[src/rtl/core/mdsb_pkg.sv]
// shared types, register codes and constants of the motor duty step and brake controller
package mdsb_pkg;

  localparam int SPEED_WIDTH_DEFAULT = 24;
  localparam int ERPM_W = 24;
  localparam int DUTY_W = 16;
  localparam int CUR_W = 16;
  localparam int STEP_W = 15;
  localparam int TRIG_W = 23;
  localparam int MS_W = 16;
  localparam int CFG_IDX_W = 3;
  localparam int CFG_DATA_W = 23;

  localparam int DUTY_MAX = 32767;
  localparam int LARGE_PCT = 51;
  localparam int MEDIUM_PCT = 6;
  localparam int PCT_SCALE = 100;

  // actions
  localparam logic [1:0] ACT_SET_TARGET = 2'd0;
  localparam logic [1:0] ACT_BRAKE      = 2'd1;
  localparam logic [1:0] ACT_UPDATE     = 2'd2;
  localparam logic [1:0] ACT_TICK       = 2'd3;

  // command kinds
  localparam logic [1:0] KIND_DUTY    = 2'd0;
  localparam logic [1:0] KIND_CURRENT = 2'd1;
  localparam logic [1:0] KIND_BRAKE   = 2'd2;

  // register indexes
  localparam logic [CFG_IDX_W-1:0] REG_LARGE   = 3'd0;
  localparam logic [CFG_IDX_W-1:0] REG_MEDIUM  = 3'd1;
  localparam logic [CFG_IDX_W-1:0] REG_SMALL   = 3'd2;
  localparam logic [CFG_IDX_W-1:0] REG_RAMP    = 3'd3;
  localparam logic [CFG_IDX_W-1:0] REG_LIMIT   = 3'd4;
  localparam logic [CFG_IDX_W-1:0] REG_TRIGGER = 3'd5;
  localparam logic [CFG_IDX_W-1:0] REG_TIMEOUT = 3'd6;

  // register reset values
  localparam logic [STEP_W-1:0] LARGE_RST   = 15'd3277;
  localparam logic [STEP_W-1:0] MEDIUM_RST  = 15'd328;
  localparam logic [STEP_W-1:0] SMALL_RST   = 15'd33;
  localparam logic [CUR_W-1:0]  RAMP_RST    = 16'd100;
  localparam logic [CUR_W-1:0]  LIMIT_RST   = 16'd10000;
  localparam logic [TRIG_W-1:0] TRIGGER_RST = 23'd1000;
  localparam logic [MS_W-1:0]   TIMEOUT_RST = 16'd1000;

  typedef struct packed {
    logic [STEP_W-1:0] large_step;
    logic [STEP_W-1:0] medium_step;
    logic [STEP_W-1:0] small_step;
    logic [CUR_W-1:0]  ramp;
    logic [CUR_W-1:0]  limit;
    logic [TRIG_W-1:0] trigger;
    logic [MS_W-1:0]   timeout;
  } cfg_t;

  typedef struct packed {
    logic             braking;
    logic [CUR_W-1:0] brake_current;
    logic [MS_W-1:0]  elapsed;
    logic             expired;
  } ctl_state_t;

  typedef struct packed {
    logic [1:0]        kind;
    logic [DUTY_W-1:0] duty;
    logic [CUR_W-1:0]  current;
  } cmd_t;

endpackage

[src/rtl/core/mdsb_regs.sv]
// configuration register file
module mdsb_regs (
  input  logic                              clk,
  input  logic                              rst,
  input  logic                              cfg_write,
  input  logic [mdsb_pkg::CFG_IDX_W-1:0]    cfg_index,
  input  logic [mdsb_pkg::CFG_DATA_W-1:0]   cfg_data,
  output mdsb_pkg::cfg_t                    cfg
);

  always_ff @(posedge clk) begin
    if (rst) begin
      cfg.large_step  <= mdsb_pkg::LARGE_RST;
      cfg.medium_step <= mdsb_pkg::MEDIUM_RST;
      cfg.small_step  <= mdsb_pkg::SMALL_RST;
      cfg.ramp        <= mdsb_pkg::RAMP_RST;
      cfg.limit       <= mdsb_pkg::LIMIT_RST;
      cfg.trigger     <= mdsb_pkg::TRIGGER_RST;
      cfg.timeout     <= mdsb_pkg::TIMEOUT_RST;
    end else if (cfg_write) begin
      unique case (cfg_index)
        mdsb_pkg::REG_LARGE:   cfg.large_step  <= cfg_data[mdsb_pkg::STEP_W-1:0];
        mdsb_pkg::REG_MEDIUM:  cfg.medium_step <= cfg_data[mdsb_pkg::STEP_W-1:0];
        mdsb_pkg::REG_SMALL:   cfg.small_step  <= cfg_data[mdsb_pkg::STEP_W-1:0];
        mdsb_pkg::REG_RAMP:    cfg.ramp        <= cfg_data[mdsb_pkg::CUR_W-1:0];
        mdsb_pkg::REG_LIMIT:   cfg.limit       <= cfg_data[mdsb_pkg::CUR_W-1:0];
        mdsb_pkg::REG_TRIGGER: cfg.trigger     <= cfg_data[mdsb_pkg::TRIG_W-1:0];
        mdsb_pkg::REG_TIMEOUT: cfg.timeout     <= cfg_data[mdsb_pkg::MS_W-1:0];
        default: ;
      endcase
    end
  end

endmodule

[src/rtl/core/mdsb_eval.sv]
// per-word decision logic: next control state and the command for an update
module mdsb_eval #(
  parameter int SPEED_WIDTH = mdsb_pkg::SPEED_WIDTH_DEFAULT
) (
  input  logic [1:0]                        action,
  input  logic signed [mdsb_pkg::ERPM_W-1:0] target_erpm,
  input  logic signed [mdsb_pkg::ERPM_W-1:0] measured_erpm,
  input  logic signed [mdsb_pkg::DUTY_W-1:0] present_duty,
  input  logic                              telemetry_ok,
  input  mdsb_pkg::cfg_t                    cfg,
  input  mdsb_pkg::ctl_state_t              st,
  input  logic signed [SPEED_WIDTH-1:0]     tgt,
  output mdsb_pkg::ctl_state_t              st_next,
  output logic signed [SPEED_WIDTH-1:0]     tgt_next,
  output logic                              has_result,
  output mdsb_pkg::cmd_t                    cmd
);

  localparam int XW = (SPEED_WIDTH > mdsb_pkg::ERPM_W) ? SPEED_WIDTH : mdsb_pkg::ERPM_W;
  localparam int W  = XW + 2;
  localparam int CW = W + 7;
  localparam int SW = mdsb_pkg::DUTY_W + 2;

  logic signed [XW-1:0]          tgt_wide;
  logic signed [W-1:0]           meas_x;
  logic signed [W-1:0]           tgt_x;
  logic signed [W-1:0]           diff;
  logic [W-1:0]                  err_mag;
  logic [W-1:0]                  tgt_mag;
  logic [CW-1:0]                 err_scaled;
  logic [CW-1:0]                 tgt_large;
  logic [CW-1:0]                 tgt_medium;
  logic [mdsb_pkg::ERPM_W-1:0]   meas_mag;
  logic                          below_trigger;
  logic [mdsb_pkg::CUR_W:0]      ramp_sum;
  logic [mdsb_pkg::CUR_W-1:0]    brake_next;
  logic [mdsb_pkg::STEP_W-1:0]   step;
  logic                          speed_up;
  logic signed [SW-1:0]          duty_sum;
  logic signed [SW-1:0]          duty_clamp;
  logic [mdsb_pkg::MS_W-1:0]     elapsed_inc;

  // sign-extend to the wider of both widths, then wrap to the stored width
  assign tgt_wide = XW'(target_erpm);

  assign meas_x = W'(measured_erpm);
  assign tgt_x  = W'(tgt);
  assign diff   = meas_x - tgt_x;
  assign err_mag = diff[W-1] ? W'(-diff) : W'(diff);
  assign tgt_mag = tgt_x[W-1] ? W'(-tgt_x) : W'(tgt_x);

  // relative error thresholds, 100|e| against 51|d| and 6|d|
  assign err_scaled = CW'(err_mag) * CW'(mdsb_pkg::PCT_SCALE);
  assign tgt_large  = CW'(tgt_mag) * CW'(mdsb_pkg::LARGE_PCT);
  assign tgt_medium = CW'(tgt_mag) * CW'(mdsb_pkg::MEDIUM_PCT);

  assign meas_mag = measured_erpm[mdsb_pkg::ERPM_W-1] ?
                    mdsb_pkg::ERPM_W'(-measured_erpm) : mdsb_pkg::ERPM_W'(measured_erpm);
  assign below_trigger = meas_mag < mdsb_pkg::ERPM_W'(cfg.trigger);

  assign ramp_sum   = {1'b0, st.brake_current} + {1'b0, cfg.ramp};
  assign brake_next = (ramp_sum > {1'b0, cfg.limit}) ? cfg.limit
                                                    : ramp_sum[mdsb_pkg::CUR_W-1:0];

  always_comb begin
    if (err_scaled >= tgt_large) begin
      step = cfg.large_step;
    end else if (err_scaled >= tgt_medium) begin
      step = cfg.medium_step;
    end else begin
      step = cfg.small_step;
    end
  end

  assign speed_up = meas_x < tgt_x;
  assign duty_sum = speed_up ? SW'(present_duty) + $signed(SW'(step))
                             : SW'(present_duty) - $signed(SW'(step));

  always_comb begin
    if (duty_sum > SW'(mdsb_pkg::DUTY_MAX)) begin
      duty_clamp = SW'(mdsb_pkg::DUTY_MAX);
    end else if (duty_sum < -SW'(mdsb_pkg::DUTY_MAX)) begin
      duty_clamp = -SW'(mdsb_pkg::DUTY_MAX);
    end else begin
      duty_clamp = duty_sum;
    end
  end

  // timer saturates at all ones
  assign elapsed_inc = (&st.elapsed) ? st.elapsed : st.elapsed + 1'b1;

  always_comb begin
    st_next    = st;
    tgt_next   = tgt;
    has_result = 1'b0;
    cmd        = '0;
    unique case (action)
      mdsb_pkg::ACT_SET_TARGET: begin
        tgt_next = tgt_wide[SPEED_WIDTH-1:0];
        st_next.braking = 1'b0;
        st_next.brake_current = '0;
        st_next.elapsed = '0;
        st_next.expired = 1'b0;
      end
      mdsb_pkg::ACT_BRAKE: begin
        st_next.braking = 1'b1;
      end
      mdsb_pkg::ACT_TICK: begin
        if (!st.expired) begin
          st_next.elapsed = elapsed_inc;
          if (elapsed_inc >= cfg.timeout) begin
            st_next.expired = 1'b1;
          end
        end
      end
      mdsb_pkg::ACT_UPDATE: begin
        if (telemetry_ok) begin
          has_result = 1'b1;
          if (st.expired || st.braking) begin
            if (below_trigger) begin
              // release: a held brake current is dropped with a zero motor current
              cmd.kind = (st.brake_current != '0) ? mdsb_pkg::KIND_CURRENT
                                                  : mdsb_pkg::KIND_BRAKE;
            end else begin
              st_next.brake_current = brake_next;
              cmd.kind = mdsb_pkg::KIND_BRAKE;
              cmd.current = brake_next;
            end
          end else if (tgt == '0) begin
            cmd.kind = mdsb_pkg::KIND_CURRENT;
          end else begin
            cmd.kind = mdsb_pkg::KIND_DUTY;
            cmd.duty = duty_clamp[mdsb_pkg::DUTY_W-1:0];
          end
        end
      end
      default: ;
    endcase
  end

endmodule

[src/rtl/core/motor_duty_step_and_brake_controller_core.sv]
// top level of the motor duty step and brake controller
// Usage:
// - input channel (in_valid/in_ready) takes one word per cycle while in_ready is
//   high: an action code with target_erpm, measured_erpm, present_duty and telemetry_ok
// - set-target, brake and tick words only change internal state and give no result
// - an update word with telemetry_ok high gives exactly one command word on the
//   output channel (out_valid/out_ready): command_kind, duty_value, current_ma
// - a word accepted into the input register is evaluated there; when it fires, the
//   output registers load its command, from which the receiver can take it
// - throughput: one word per cycle unless an update waits on a stalled output; the
//   evaluation stage compares, adds and clamps against the control state
//   combinationally, so each word sees the state that the previous word left
// - when the receiver stalls, the held command stays in the output register; words
//   that give no result keep flowing, and the first update behind the stall waits
//   in the evaluation stage, which then holds in_ready low
// - reset: the configuration registers take their default values, the target is
//   zero, braking mode is on and the safety timer counts as expired
// - configuration writes (cfg_write, cfg_index, cfg_data) take effect at the edge
//   and are expected while the block is idle; unknown indexes are ignored
module motor_duty_step_and_brake_controller_core #(
  parameter int SPEED_WIDTH = mdsb_pkg::SPEED_WIDTH_DEFAULT
) (
  input  logic                               clk,
  input  logic                               rst,
  input  logic                               cfg_write,
  input  logic [mdsb_pkg::CFG_IDX_W-1:0]     cfg_index,
  input  logic [mdsb_pkg::CFG_DATA_W-1:0]    cfg_data,
  input  logic                               in_valid,
  output logic                               in_ready,
  input  logic [1:0]                         action,
  input  logic signed [mdsb_pkg::ERPM_W-1:0] target_erpm,
  input  logic signed [mdsb_pkg::ERPM_W-1:0] measured_erpm,
  input  logic signed [mdsb_pkg::DUTY_W-1:0] present_duty,
  input  logic                               telemetry_ok,
  output logic                               out_valid,
  input  logic                               out_ready,
  output logic [1:0]                         command_kind,
  output logic signed [mdsb_pkg::DUTY_W-1:0] duty_value,
  output logic [mdsb_pkg::CUR_W-1:0]         current_ma
);

  mdsb_pkg::cfg_t cfg;
  mdsb_pkg::ctl_state_t st;
  mdsb_pkg::ctl_state_t st_next;
  mdsb_pkg::cmd_t cmd;
  logic signed [SPEED_WIDTH-1:0] tgt;
  logic signed [SPEED_WIDTH-1:0] tgt_next;

  // input register
  logic                               s1_valid;
  logic [1:0]                         s1_action;
  logic signed [mdsb_pkg::ERPM_W-1:0] s1_target;
  logic signed [mdsb_pkg::ERPM_W-1:0] s1_measured;
  logic signed [mdsb_pkg::DUTY_W-1:0] s1_duty;
  logic                               s1_ok;

  logic has_result;
  logic out_free;
  logic fire;

  mdsb_regs u_regs (
    .clk       (clk),
    .rst       (rst),
    .cfg_write (cfg_write),
    .cfg_index (cfg_index),
    .cfg_data  (cfg_data),
    .cfg       (cfg)
  );

  mdsb_eval #(
    .SPEED_WIDTH (SPEED_WIDTH)
  ) u_eval (
    .action        (s1_action),
    .target_erpm   (s1_target),
    .measured_erpm (s1_measured),
    .present_duty  (s1_duty),
    .telemetry_ok  (s1_ok),
    .cfg           (cfg),
    .st            (st),
    .tgt           (tgt),
    .st_next       (st_next),
    .tgt_next      (tgt_next),
    .has_result    (has_result),
    .cmd           (cmd)
  );

  assign out_free = !out_valid || out_ready;
  // words without a result never wait on the output side
  assign fire     = s1_valid && (!has_result || out_free);
  assign in_ready = !s1_valid || fire;

  always_ff @(posedge clk) begin
    if (rst) begin
      s1_valid <= 1'b0;
    end else if (in_ready) begin
      s1_valid <= in_valid;
    end
  end

  always_ff @(posedge clk) begin
    if (in_valid && in_ready) begin
      s1_action   <= action;
      s1_target   <= target_erpm;
      s1_measured <= measured_erpm;
      s1_duty     <= present_duty;
      s1_ok       <= telemetry_ok;
    end
  end

  always_ff @(posedge clk) begin
    if (rst) begin
      st.braking       <= 1'b1;
      st.brake_current <= '0;
      st.elapsed       <= '0;
      st.expired       <= 1'b1;
      tgt              <= '0;
    end else if (fire) begin
      st  <= st_next;
      tgt <= tgt_next;
    end
  end

  always_ff @(posedge clk) begin
    if (rst) begin
      out_valid <= 1'b0;
    end else if (fire && has_result) begin
      out_valid <= 1'b1;
    end else if (out_ready) begin
      out_valid <= 1'b0;
    end
  end

  always_ff @(posedge clk) begin
    if (fire && has_result) begin
      command_kind <= cmd.kind;
      duty_value   <= cmd.duty;
      current_ma   <= cmd.current;
    end
  end

endmodule
[config.mk]
export PLATFORM = sky130hd
export DESIGN_NAME = motor_duty_step_and_brake_controller_core
export DESIGN_NICKNAME = d
export VERILOG_FILES = /design/src/rtl/core/mdsb_pkg.sv /design/src/rtl/core/mdsb_regs.sv /design/src/rtl/core/mdsb_eval.sv /design/src/rtl/core/motor_duty_step_and_brake_controller_core.sv
export SDC_FILE = /design/constraint.sdc
export NUM_CORES = 1
export LEC_CHECK = 0
export BUFFER_PORTS_ARGS = -buffer_cell sky130_fd_sc_hd__clkbuf_2
export CORE_MARGIN = 4
export CORE_UTILIZATION = 41
export CTS_BUF_LIST = sky130_fd_sc_hd__clkbuf_8
export DETAILED_ROUTE_END_ITERATION = 8
export GPL_TIMING_DRIVEN = 0
export PLACE_DENSITY_LB_ADDON = 0.1
export SETUP_SLACK_MARGIN = 0.5
export SLEW_MARGIN = 0
export SYNTH_ARGS = -nofsm -noshare
export SYNTH_HDL_FRONTEND = slang
export SYNTH_SLANG_ARGS = --single-unit
[constraint.sdc]
create_clock -name clk -period 14.6 [get_ports clk]
set_input_delay 2.19 -clock clk [delete_from_list [all_inputs] [get_ports clk]]
set_output_delay 2.19 -clock clk [all_outputs]
set_load 0.03 [all_outputs]
==> reports/qor.yml, run 1 <==
synthesis:
  synth_edf_count: 101
  ys_seq_area_frac: 0.272
  avgSynthCellArea_um2: 8.75
  ys.warnings.count: 0
  synthArstFlopShare: 0
  ys_types: 94
  netlist_area_um2: 24100
  ys_ff_latch: 277
  synth_cells: 2753
  synthFlopType: "dfxtp_1"
grt:
  grt_pass1_wl_mm: 109
  antenna_found_initial: 3
  overflow: 0
  grt_start_max_net_pins: 35
  grt_usage: 0.217
  grt_pass1_vias: 20400
power_and_ir_drop:
  p_int_mw: 3.46
  ir_drop_mv: 0.246
  power_frac_clock: 0.102
  p_comb_frac: 0.774
  switching_power_mw: 3.45
  pwr-share-seq: 0.124
  power.leakage_nw: 12.0
  powerDensity_nw_per_um2: 254
  swShare: 0.499
  finalPower_mw: 6.91
timing:
  slew_headroom: 0.267
  slew_viol_final: 0
  period_needed_ns: 13.42
  skew_ns: 0.0328
  tns_ns: 0
  setup_viol: 0
  timing.final.crit_share: 0.919
  worst_pin_slew_ns: 1.10
  finalHoldViolCount: 0
  max_freq_mhz: 74.5
  rsz0062_at_grt: "false"
placed_design:
  portBuffers: 132
  gp_congestion: 0.869
  hpwl_mm: 58.0
  placed_cell_area_um2: 25800
drt:
  ant_nets: 0
  postRouteWirelength_mm: 70.2
  dr.pass1.iters: 5
  drt-initial-drc-count: 1051
  detail_route.vias_per_cell: 5.30
  drc_errors: 0
  dr_total_vias: 20000
  wl_per_cell_um: 18.6
clock_tree:
  cts_buffer_depth: 3
  cts_tree: "yes"
  cts_root_buf: "clkbuf_8"
  hold_buffers: 0
  clk_latency_ns: 0.59
  clkSinkCount: 277
  cts_buffers: 44
  clkTransAtPathRegs_ns: 0.06
  cts_max_level: 2
final_layout:
  drive_gt1_frac: 0.122
  final_util: 0.470
  final_nets: 3491
  mostFrequentLayoutCell: "nand2_1"
  area_growth_pct: 13.1
  fin_area_um2: 27200
  final_cell_mix: "nand2_1, ha_1, inv_1"
  nFillCells: 5781
critical_path:
  cp-end-kind: "register"
  startpoint: "s1_measured[0]"
  cp_slowest_stage_delay_ns: 0.53
  cp_slowest_cell: "fa_1"
  cp-start-kind: "register"
  crit_top_cell: "a21oi_2"
  cp.required_ns: 14.91
  crit_fanout: 10
  worstSetupPathType: "register to register"
  r2r-end: "duty_value[11]"
  r2r_setup_slack_ns: 1.18
  rr_worst_depth: 64
  crit_arrival_ns: 13.73
  worstReg2RegStart: "s1_measured[0]"
min_path:
  hp-class: "register to register"
  hold_depth: 2
  holdPathEnd: "u_regs.cfg[29]"
  worstHoldStart: "u_regs.cfg[29]"
floorplan:
  dieArea_um2: 62700
  die_w_um: 250
  initial_core_util: 0.416
  placementRows: 88
  core_um2: 57900
  pin_count: 134
  die_h_um: 250
job:
  maxCapViolCount: 0
run_status:
  outcome: "complete, no violations"
[through the flow]
| step | hold WS [ns] | setup WS, ns | instances |
|---|---|---|---|
| after global placement | 0.440 | -1.58 | 3664 |
| after global routing | 0.470 | 0.481 | 3771 |
| after detailed placement | 0.447 | -1.77 | 3667 |
| after floorplan | 0.433 | 1.61 | 2767 |
| after CTS | 0.456 | 0.529 | 3754 |
| final | 0.456 | 1.18 | 3771 |
[synthesized netlist by cell type (all sizes together) (7+ instances only)]
master,number,share of area
o21a,28,0.0087
nand4,29,0.0075
nand2,367,0.057
a31oi,15,0.0039
mux2i,33,0.014
or4,10,0.0031
and3,16,0.0042
nand2b,21,0.0058
or3,17,0.0044
a22oi,14,0.0044
o41ai,12,0.0055
a31o,20,0.0073
dfxtp,176,0.15
fa,92,0.076
nor3b,7,0.0022
or2,25,0.0066
nor2,158,0.025
a211oi,17,0.0055
xor2,51,0.019
clkbuf,67,0.010
nand3b,33,0.010
xnor2,157,0.057
and2,9,0.0023
nand3,51,0.011
o31ai,21,0.0067
inv,265,0.041
nor3,41,0.0092
a21o,61,0.019
nor2b,25,0.0065
o21ai,105,0.022
mux2,14,0.0067
a21oi,250,0.053
and4,7,0.0026
ha,328,0.17
edfxtp,101,0.13
nor4,11,0.0035
a211o,8,0.0029
o21bai,19,0.0059
[metal layers]
layer | part of all wire | GRT usage | up-vias | wire, um
met1 | 0.42 | 0.259 | 9479 | 29300
li1 | - | - | 10000 | -
met3 | 0.044 | 0.0302 | 132 | 3080
met2 | 0.49 | 0.388 | 351 | 34300
met4 | 0.050 | 0.0981 | 0 | 3500
met5 | 0 | 0 | - | 0
[cells by family (layout without fill, tap and decap cells)]
group,after synthesis,in the layout,share of synthesized area
AND/OR/NAND/NOR,836,836,0.164
AO/OA/AOI/OAI,624,624,0.166
adder cells (fa/ha/maj),421,421,0.247
buffers and inverters,338,576,0.0535
flip-flops,277,277,0.272
XOR/XNOR,208,208,0.0756
multiplexers,47,47,0.0207
other,2,17,0.000312
[sequential cells by signal, summed over array words and instances, names as in the netlist]
name / count
s1_ok: 1
u_regs.cfg: 116
duty_value: 16
s1_measured: 24
s1_action: 2
tgt: 24
current_ma: 16
s1_duty: 16
s1_valid: 1
out_valid: 1
st: 34
command_kind: 2
s1_target: 24
[area by class of cell]
| class | instances | area (um^2) | share of cell area |
|---|---|---|---|
| multi-input cells | 2152 | 16600 | 0.609 |
| flip-flops and latches | 277 | 6560 | 0.241 |
| inverters | 265 | 995 | 0.0365 |
| well taps | 765 | 957 | 0.0351 |
| repair buffers | 160 | 893 | 0.0328 |
| clock buffers | 51 | 702 | 0.0258 |
| plain buffers | 73 | 315 | 0.0116 |
| clock inverters | 27 | 216 | 0.00794 |
| diodes | 1 | 2.50 | 0.0000918 |
[worst max-delay path, delay by kind of cell, from the launching register on]
| family | cells | cell delay [ns] |
|---|---|---|
| buf+inv | 7 | 0.84 |
| fa+ha+maj | 10 | 2.95 |
| xor+xnor | 5 | 1.26 |
| flops | 1 | 0.45 |
| compound gates | 33 | 6.11 |
| simple gates | 8 | 1.24 |
| mux | 1 | 0.26 |
[power by group through the flow]
stage / logic (mW) / clock network [mW] / registers, mW
after floorplan: 3.67 / 0 / 0.864
after global placement: 4.81 / 0 / 0.873
after detailed placement: 4.92 / 0 / 0.872
after CTS: 5.07 / 0.720 / 0.855
after global routing: 5.99 / 0.752 / 0.857
final: 5.35 / 0.703 / 0.855
[worst max path at each step]
stage / slack (ns) / depth (start not counted) / endpoint
2_1_floorplan: 1.61 / 62 / duty_value[3]
3_3_place_gp: -1.58 / 62 / duty_value[3]
3_5_place_dp: -1.77 / 62 / duty_value[3]
4_1_cts: 0.53 / 64 / duty_value[3]
5_1_grt: 0.48 / 63 / duty_value[11]
6_report: 1.18 / 64 / duty_value[11]
[what timing repair did]
item	CTS	global route
setup buffers	9	15
hold endpoints to repair	0	0
gates resized for setup	34	44
setup endpoints to repair	16	16
cloned	0	1
pin swaps	8	23
(Power assumes the default switching activity.)
==> run 2: changes to the inputs <==
Settings changed: CORE_MARGIN 4 to not set, TNS_END_PERCENT set to 1.
==> reports/qor.yml, run 2 (synthesized netlist as in run 1, its figures left out) <==
power_and_ir_drop:
  power_frac_clock: 0.097  # was 0.102
  switching_power_mw: 3.42  # was 3.45 mW
  p_int_mw: 3.42  # was 3.46 mW
  pwr-share-seq: 0.125  # was 0.124
  power.leakage_nw: 12.1  # was 12.0 nW
  swShare: 0.500  # was 0.499
  p_comb_frac: 0.778  # was 0.774
  powerDensity_nw_per_um2: 251  # was 254 nW/um^2
  ir_drop_mv: 0.209  # was 0.246 mV
  finalPower_mw: 6.84  # was 6.91 mW
final_layout:
  final_nets: 3497  # was 3491
  largest_reg_flops: 116  # unchanged
  final_util: 0.471  # was 0.470
  final_cell_mix: "nand2_1, ha_1, inv_1"  # unchanged
  reg_top3: "u_regs.cfg (116), st (34)"  # unchanged
  layout.area.seq_um2: 6560  # unchanged
  stdcell_count: 3782  # was 3771
  largest-register: "u_regs.cfg"  # unchanged
  area_growth_pct: 13.1  # about the same
  multi_input_comb_area_um2: 16600  # about the same
  fin_area_um2: 27300  # was 27200 um^2
  drive_gt1_frac: 0.123  # was 0.122
  nFillCells: 5786  # was 5781
  mostFrequentLayoutCell: "nand2_1"  # unchanged
clock_tree:
  cts_max_level: 2  # unchanged
  clkTransAtPathRegs_ns: 0.06  # about the same
  cts_buffer_depth: 3  # unchanged
  clkSinkCount: 277  # unchanged
  cts_tree: "yes"  # unchanged
  clk_latency_ns: 0.60  # was 0.59 ns
  cts_buffers: 45  # was 44
  cts_root_buf: "clkbuf_8"  # unchanged
critical_path:
  startpoint: "s1_measured[0]"  # unchanged
  r2r-end: "duty_value[3]"  # was duty_value[11]
  cp_slowest_stage_delay_ns: 0.53  # about the same
  crit_top_cell: "a21oi_2"  # unchanged
  cp.required_ns: 14.91  # about the same
  crit_fanout: 10  # unchanged
  crit_arrival_ns: 13.81  # was 13.73 ns
  worstSetupPathType: "register to register"  # unchanged
  cp-end-kind: "register"  # unchanged
  r2r_setup_slack_ns: 1.10  # was 1.18 ns
  worstReg2RegStart: "s1_measured[0]"  # unchanged
  rr_worst_depth: 64  # unchanged
  cp-start-kind: "register"  # unchanged
  cp_slowest_cell: "fa_1"  # unchanged
timing:
  skew_ns: 0.0302  # was 0.0328 ns
  slew_headroom: 0.273  # was 0.267
  max_freq_mhz: 74.1  # was 74.5 MHz
  slew_viol_final: 0  # unchanged
  setup_viol: 0  # unchanged
  worst_pin_slew_ns: 1.09  # was 1.10 ns
  timing.final.crit_share: 0.925  # was 0.919
  tns_ns: 0  # unchanged
  rsz0062_at_grt: "false"  # unchanged
  period_needed_ns: 13.50  # was 13.42 ns
  finalHoldViolCount: 0  # unchanged
grt:
  grt_pass1_vias: 20200  # was 20400
  overflow: 0  # unchanged
  grt_usage: 0.231  # was 0.217
  grt_start_max_net_pins: 35  # unchanged
  antenna_found_initial: 3  # unchanged
  grt_pass1_wl_mm: 109  # about the same
floorplan:
  dieArea_um2: 59800  # was 62700 um^2
  initial_core_util: 0.416  # unchanged
  pin_count: 134  # unchanged
  placementRows: 88  # unchanged
  die_w_um: 244  # was 250 um
  core_um2: 57900  # unchanged
  die_h_um: 244  # was 250 um
placed_design:
  dp.cells: 3667  # unchanged
  gp_congestion: 0.959  # was 0.869
  hpwl_mm: 57.1  # was 58.0 mm
  placed_cell_area_um2: 25800  # about the same
  portBuffers: 132  # unchanged
drt:
  ant_nets: 0  # unchanged
  wl_per_cell_um: 18.4  # was 18.6 um
  drc_errors: 0  # unchanged
  detail_route.vias_per_cell: 5.35  # was 5.30
  dr_total_vias: 20300  # was 20000
  postRouteWirelength_mm: 69.7  # was 70.2 mm
  drt-initial-drc-count: 1148  # was 1051
  dr.pass1.iters: 6  # was 5
min_path:
  worstHoldStart: "u_regs.cfg[10]"  # was u_regs.cfg[29]
  hp-class: "register to register"  # unchanged
  hold_depth: 2  # unchanged
  holdPathEnd: "u_regs.cfg[10]"  # was u_regs.cfg[29]
run_status:
  outcome: "complete, no violations"  # unchanged
job:
  maxCapViolCount: 0  # unchanged
[run 2: cell count changes in the layout (fill, tap and decap cells not counted), sizes merged]
| cell | previous run | this run |
|---|---|---|
| inv | 281 | 289 |
| buf | 36 | 41 |
| bufinv | 4 | 2 |
| clkbuf | 248 | 246 |
| clkinv | 6 | 7 |
| clkinvlp | 1 | 2 |
[run 2: metrics by stage]
step                worst slack [ns]  hold slack (ns)
floorplan                       1.61            0.433
global placement               -1.50            0.440
detailed placement             -1.69            0.447
CTS                            0.541            0.456
global route                   0.441            0.475
finish                          1.10            0.454
[run 2: timing repair]
| action | in CTS | in global routing |
|---|---|---|
| pin swaps | 5 | 19 |
| buffers inserted | 8 | 22 |
| hold buffers | 0 | 0 |
| endpoints found under the setup margin | 16 | 16 |
| gates resized for setup | 31 | 39 |
[run 2: worst max-delay path: cells and delay by family (launching register included)]
family | cells | cell delay, ns
muxes | 1 | 0.26
AOI/OAI and AO/OA | 33 | 6.05
xor gates and xnor gates | 5 | 0.90
DFF | 1 | 0.44
buffers and inverters | 7 | 0.95
and+or+nand+nor | 8 | 1.61
adders and majority gates | 10 | 2.95
[run 2: how the worst max path moves through the flow]
stage | to | slack [ns] | cells past startpoint
floorplan | duty_value[3] | 1.61 | 62
detailed placement | duty_value[3] | -1.69 | 62
global placement | duty_value[3] | -1.50 | 62
CTS | duty_value[3] | 0.54 | 54
global route | duty_value[3] | 0.44 | 62
finish | duty_value[3] | 1.10 | 64
[run 2: final cells by class]
type / instances / area share
Clock inverter: 35 / 0.00762
Clock buffer: 49 / 0.0247
Sequential cell: 277 / 0.241
Buffer: 73 / 0.0114
Timing Repair Buffer: 165 / 0.0345
Multi-Input combinational cell: 2152 / 0.609
Inverter: 265 / 0.0365
Tap cell: 765 / 0.0351
Antenna cell: 1 / 0.0000918
[run 2: power groups by stage]
| stage | clock network (mW) | logic [mW] | registers, mW |
|---|---|---|---|
| final | 0.665 | 5.32 | 0.855 |
| after global routing | 0.721 | 5.93 | 0.858 |
| after CTS | 0.686 | 5.03 | 0.855 |
| after detailed placement | 0 | 4.89 | 0.872 |
| after global placement | 0 | 4.76 | 0.873 |
| after floorplan | 0 | 3.67 | 0.864 |
[run 2: layer usage]
layer  share of wire  GRT usage  wire [um]
met2            0.49      0.406      34100
met3           0.045     0.0225       3110
met5               0          0          0
met4           0.043      0.104       3010
met1            0.42      0.284      29500
